===== src/hw/rtl/sfr_pkg.sv =====
// Shared definitions for the sequenced frame reassembler.
// Holds sizes, register indices, status codes, the controller/datapath
// interface structs and the ring pointer helper. No dependencies.
`timescale 1ns / 1ps

package sfr_pkg;

  // Byte slots per receive ring (one slot is always kept free).
  localparam int RING_DEPTH = 256;
  localparam int PTR_W      = $clog2(RING_DEPTH);
  localparam int ADDR_W     = PTR_W + 1;
  localparam int MEM_WORDS  = 2 ** ADDR_W;

  localparam int ID_W       = 29;
  localparam int SEQ_W      = 8;
  localparam int TIME_W     = 32;
  localparam int SIZE_W     = 4;
  localparam int PAYLOAD_W  = 64;
  localparam int BYTE_W     = 8;
  localparam int CFG_W      = 32;
  localparam int CFG_IDX_W  = 2;
  localparam int MAX_BYTES  = 8;

  typedef enum logic [CFG_IDX_W-1:0] {
    REG_STREAM0_BASE    = 2'd0,
    REG_STREAM1_BASE    = 2'd1,
    REG_SEQ_MASK        = 2'd2,
    REG_SILENCE_TIMEOUT = 2'd3
  } cfg_reg_t;

  typedef enum logic [1:0] {
    ST_NONE     = 2'd0,
    ST_STORED   = 2'd1,
    ST_BAD_SEQ  = 2'd2,
    ST_OVERFLOW = 2'd3
  } frame_status_t;

  // Commands from the controller to the datapath.
  typedef struct packed {
    logic load_item;
    logic classify;
    logic read_step;
    logic check;
    logic write_step;
    logic finalize;
    logic emit;
  } sfr_cmd_t;

  // Status from the datapath to the controller.
  typedef struct packed {
    logic is_read;
    logic hit;
    logic seq_match;
    logic write_done;
    logic ring_full;
    logic out_free;
  } sfr_stat_t;

  function automatic logic [PTR_W-1:0] ring_next(input logic [PTR_W-1:0] p);
    logic [PTR_W-1:0] r;
    if (p == PTR_W'(RING_DEPTH - 1)) begin
      r = '0;
    end else begin
      r = p + 1'b1;
    end
    return r;
  endfunction

endpackage


===== src/hw/rtl/sfr_ctrl.sv =====
// Controller state machine of the sequenced frame reassembler.
// Sequences classify, sequence check, byte writes, reads and result hand-off.
// Depends on sfr_pkg.
`timescale 1ns / 1ps

module sfr_ctrl (
  input  logic              clk,
  input  logic              rst,
  input  logic              in_valid,
  output logic              in_ready,
  output sfr_pkg::sfr_cmd_t cmd,
  input  sfr_pkg::sfr_stat_t stat
);
  import sfr_pkg::*;

  typedef enum logic [4:0] {
    S_IDLE     = 5'b00001,
    S_CLASSIFY = 5'b00010,
    S_CHECK    = 5'b00100,
    S_WRITE    = 5'b01000,
    S_FINISH   = 5'b10000
  } state_t;

  state_t state, state_next;

  always_ff @(posedge clk) begin
    if (rst) begin
      state <= S_IDLE;
    end else begin
      state <= state_next;
    end
  end

  always_comb begin
    state_next = state;
    cmd        = '0;
    in_ready   = 1'b0;
    unique case (state)
      S_IDLE: begin
        in_ready = 1'b1;
        if (in_valid) begin
          cmd.load_item = 1'b1;
          state_next    = S_CLASSIFY;
        end
      end
      S_CLASSIFY: begin
        if (stat.is_read) begin
          cmd.read_step = 1'b1;
          state_next    = S_FINISH;
        end else begin
          cmd.classify = 1'b1;
          state_next   = S_CHECK;
        end
      end
      S_CHECK: begin
        cmd.check = 1'b1;
        if (stat.hit && stat.seq_match) begin
          state_next = S_WRITE;
        end else begin
          state_next = S_FINISH;
        end
      end
      S_WRITE: begin
        if (stat.write_done || stat.ring_full) begin
          cmd.finalize = 1'b1;
          state_next   = S_FINISH;
        end else begin
          cmd.write_step = 1'b1;
        end
      end
      S_FINISH: begin
        if (stat.out_free) begin
          cmd.emit   = 1'b1;
          state_next = S_IDLE;
        end
      end
      default: begin
        state_next = S_IDLE;
      end
    endcase
  end

endmodule


===== config.mk =====
export PLATFORM = sky130hd
export DESIGN_NAME = sfr_ctrl
export DESIGN_NICKNAME = d
export VERILOG_FILES = /design/src/hw/rtl/sfr_pkg.sv /design/src/hw/rtl/sfr_ctrl.sv
export SDC_FILE = /design/constraint.sdc
export NUM_CORES = 1
export LEC_CHECK = 0
export ABC_AREA = 1
export ABC_CLOCK_PERIOD_IN_PS = 1200
export BUFFER_PORTS_ARGS = -buffer_cell sky130_fd_sc_hd__clkbuf_2
export CORE_AREA = 2 2 39 41
export CTS_CLUSTER_SIZE = 8
export DETAILED_ROUTE_END_ITERATION = 6
export DIE_AREA = 0 0 41 43
export PLACE_DENSITY = 0.46
export SLEW_MARGIN = 20
export SYNTH_ARGS = -nofsm -noshare
export SYNTH_HDL_FRONTEND = slang
export SYNTH_SLANG_ARGS = --single-unit

===== constraint.sdc =====
create_clock -name clk -period 1.2 [get_ports clk]
set_input_delay 0.06 -clock clk [delete_from_list [all_inputs] [get_ports clk]]
set_output_delay 0.06 -clock clk [all_outputs]
set_load 0.05 [all_outputs]

==> flow_summary_export.csv <==
group,metric,value,unit
outcome,outcome,"complete, but fails checks",
outcome,violations,"negative setup slack",
timing,maxSlewViolCount,0,
power,ir_drop,0.488,mV
synth,synthMostInstantiatedCell,"nor2_1",
placement,hpwl,650,µm
clocking,clkTransAtPathRegs,50,ps
synth,synth-compound-area-share,4.18,%
detailed_routing,wl_per_cell,10.2,µm
timing,skew,6.27,ps
detailed_routing,avgViaCountPerCell,4.40,
detailed_routing,remaining_drc_errors,0,
layout,regMostFlops,"state",
synth,synthArstFlopShare,0,%
synth,synth_area,329,µm²
clocking,htreeDepth,1,
synth,syn_inst,53,
global_routing,grt_overflow,0,
global_routing,grt_pass1_vias,408,
global_routing,antenna_found_initial,0,
global_routing,grt_max_degree,7,
layout,layout-drive-gt1-share,65.0,%
die,rows,14,
worst_setup_path,path_class,"flop to output pin",
worst_setup_path,cp-end-kind,"output pin",
clocking,numCtsBuffers,3,
die,die_w,41,µm
synth,ys_top_cells_by_area,"dfxtp_1 30%, nor2_1 14%, inv_1 13%, nand3_1 11%, nand2_1 5.7%",
detailed_routing,drt-initial-drc-count,3,
die,num_io_pins,17,
timing,tns,-317,ps
die,start_util,23.8,%
synth,ys_types,13,
synth,synth_fa_ha_area_share,0,%
timing,slew_headroom,79.9,%
worst_setup_path,arrival,1200,ps
power,p_leak,0.336,nW
synth,syn_nets,62,
placement,port_buffers,16,
timing,period_minus_slack,1260,ps
synth,synth_top_family_by_area,"simple AND/OR/NAND/NOR gates",
die,die-area,1760,µm²
timing,fmax,796,MHz
synth,synthXorXnorAreaFrac,0,%
die,die_h,43,µm
clocking,clk_latency,250,ps
synth,synth_area_per_cell,6.21,µm²
detailed_routing,vias,422,
synth,yosys.area_share.simple,50.6,%
synth,synth_ff_type,"dfxtp_1",
worst_setup_path,start_kind,"flop",
layout,largestRegisters,"state (5)",
clocking,root_buffer,"clkbuf_4",
worst_setup_path,required,1140,ps
layout,nNetsFinal,90,
detailed_routing,ant_nets,0,
hold_path,hp-class,"input port to flop",
synth,netlist_top_cells_count,"12 x nor2_1, 11 x inv_1, 7 x nand3_1, 5 x dfxtp_1, 5 x nand2_1",
synth,ys.warnings.count,0,
layout,num_antenna_cells,0,
timing,tightest_slew,300,ps
timing,setup_violations,9,
timing,min_period_over_period,105,%
detailed_routing,drt-total-wl,980,µm
synth,synth.mux.area_fraction,0,%
global_routing,grt_pass1_wl,1610,µm
timing,fin_ws,-56.7,ps
synth,synth-seq-area-share,30.4,%
global_routing,grt.total_usage,14.3,%
timing,rsz0062_at_grt,"true",
synth,synth-seq-cells,5,
die,core,1380,µm²
clocking,cts_sinks,5,
synth,synth_edf_count,0,
timing,hold_viol_final,0,
layout,syn2layout_area_growth,113,%
placement,gp_congestion,0.771,
layout,largest_reg_flops,5,
clocking,cts.path.max_buffers,2,
synth,yosysTopAreaCell,"dfxtp_1",
layout,fin_util,50.7,%
worst_setup_path,crit_fanout,3,
power,power_density,853,nW/µm²
detailed_routing,drtPass1Iterations,2,
clocking,tritoncts,"yes",
synth,synth_top_area_share,30.4,%
job,drv_cap,0,
[per-stage QoR]
step           hold slack, ps  total power, W  setup slack, ps  cell area, µm²  std cells
6_report                 6.67        0.000598            -56.7             702         96
5_1_grt                  10.0        0.000636             -117             702         96
4_1_cts                  6.32        0.000595            -53.6             689         95
3_5_place_dp              269        0.000323             39.9             433         84
3_3_place_gp              268        0.000324             30.0             433         84
2_1_floorplan             129        0.000286             52.8             340         53
[repair_timing]
| item | in CTS | in global routing |
|---|---|---|
| resized for setup | 42 | 4 |
| endpoints found under the setup margin | 8 | 10 |
| hold buffers | 0 | 0 |
| pin swaps | 9 | 2 |
| buffers inserted | 7 | 1 |
[layout make-up]
type	instances	area [µm²]
tap	16	20.0
timing repair buffer	24	249
multi-input combinational	36	251
sequential	5	110
inverter	11	45.0
fill	134	682
clock buffer	4	26.3
[layout by cell type, fill, tap and decap left out, drive strengths merged, types with 2 or more instances in the layout]
master and instances:
a21oi 2, buf 12, clkbuf 16, dfxtp 5
inv 10, nand2 5, nand3 7, nand4 4
nor2 15, nor3 2
[routing by layer]
| metal | vias to the layer above | global-route usage (%) | share of wire, % |
|---|---|---|---|
| li1 | 221 | - | - |
| met1 | 187 | 14.8 | 39 |
| met2 | 9 | 21.6 | 53 |
| met3 | 5 | 9.42 | 6.4 |
| met4 | 0 | 6.00 | 1.4 |
| met5 | - | 0 | 0 |
[critical path, stage by stage (launching register included)]
cell        delay (ps)
dfxtp_4            370
inv_1               50
nor2_2             120
nand3_2            130
clkinvlp_4         120
clkbuf_16          150
[final timing paths]
check / cells past startpoint / slack [ps] / to / startpoint
setup / recovery: 5 / -60 / cmd[3] / state[2]$_SDFFE_PP0P_
hold / removal: 2 / 7 / state[2]$_SDFFE_PP0P_ / stat[5]
setup reg to reg: 7 / -20 / state[4]$_SDFFE_PP0P_ / state[3]$_SDFFE_PP0P_
hold reg to reg: 3 / 620 / state[3]$_SDFFE_PP0P_ / state[2]$_SDFFE_PP0P_
[logic make-up after synthesis]
kind of cell	Yosys count
flip-flops	5
AND/OR/NAND/NOR	34
AO/OA/AOI/OAI	2
buffers and inverters	12
[where the power goes]
part	internal, W	leakage, nW	switching, W
Clock	0.000126	0.0150	0.0000720
Sequential	0.000174	0.0425	0.0000104
Combinational	0.0000965	0.278	0.000120
Power figures use the tool's default switching activity.
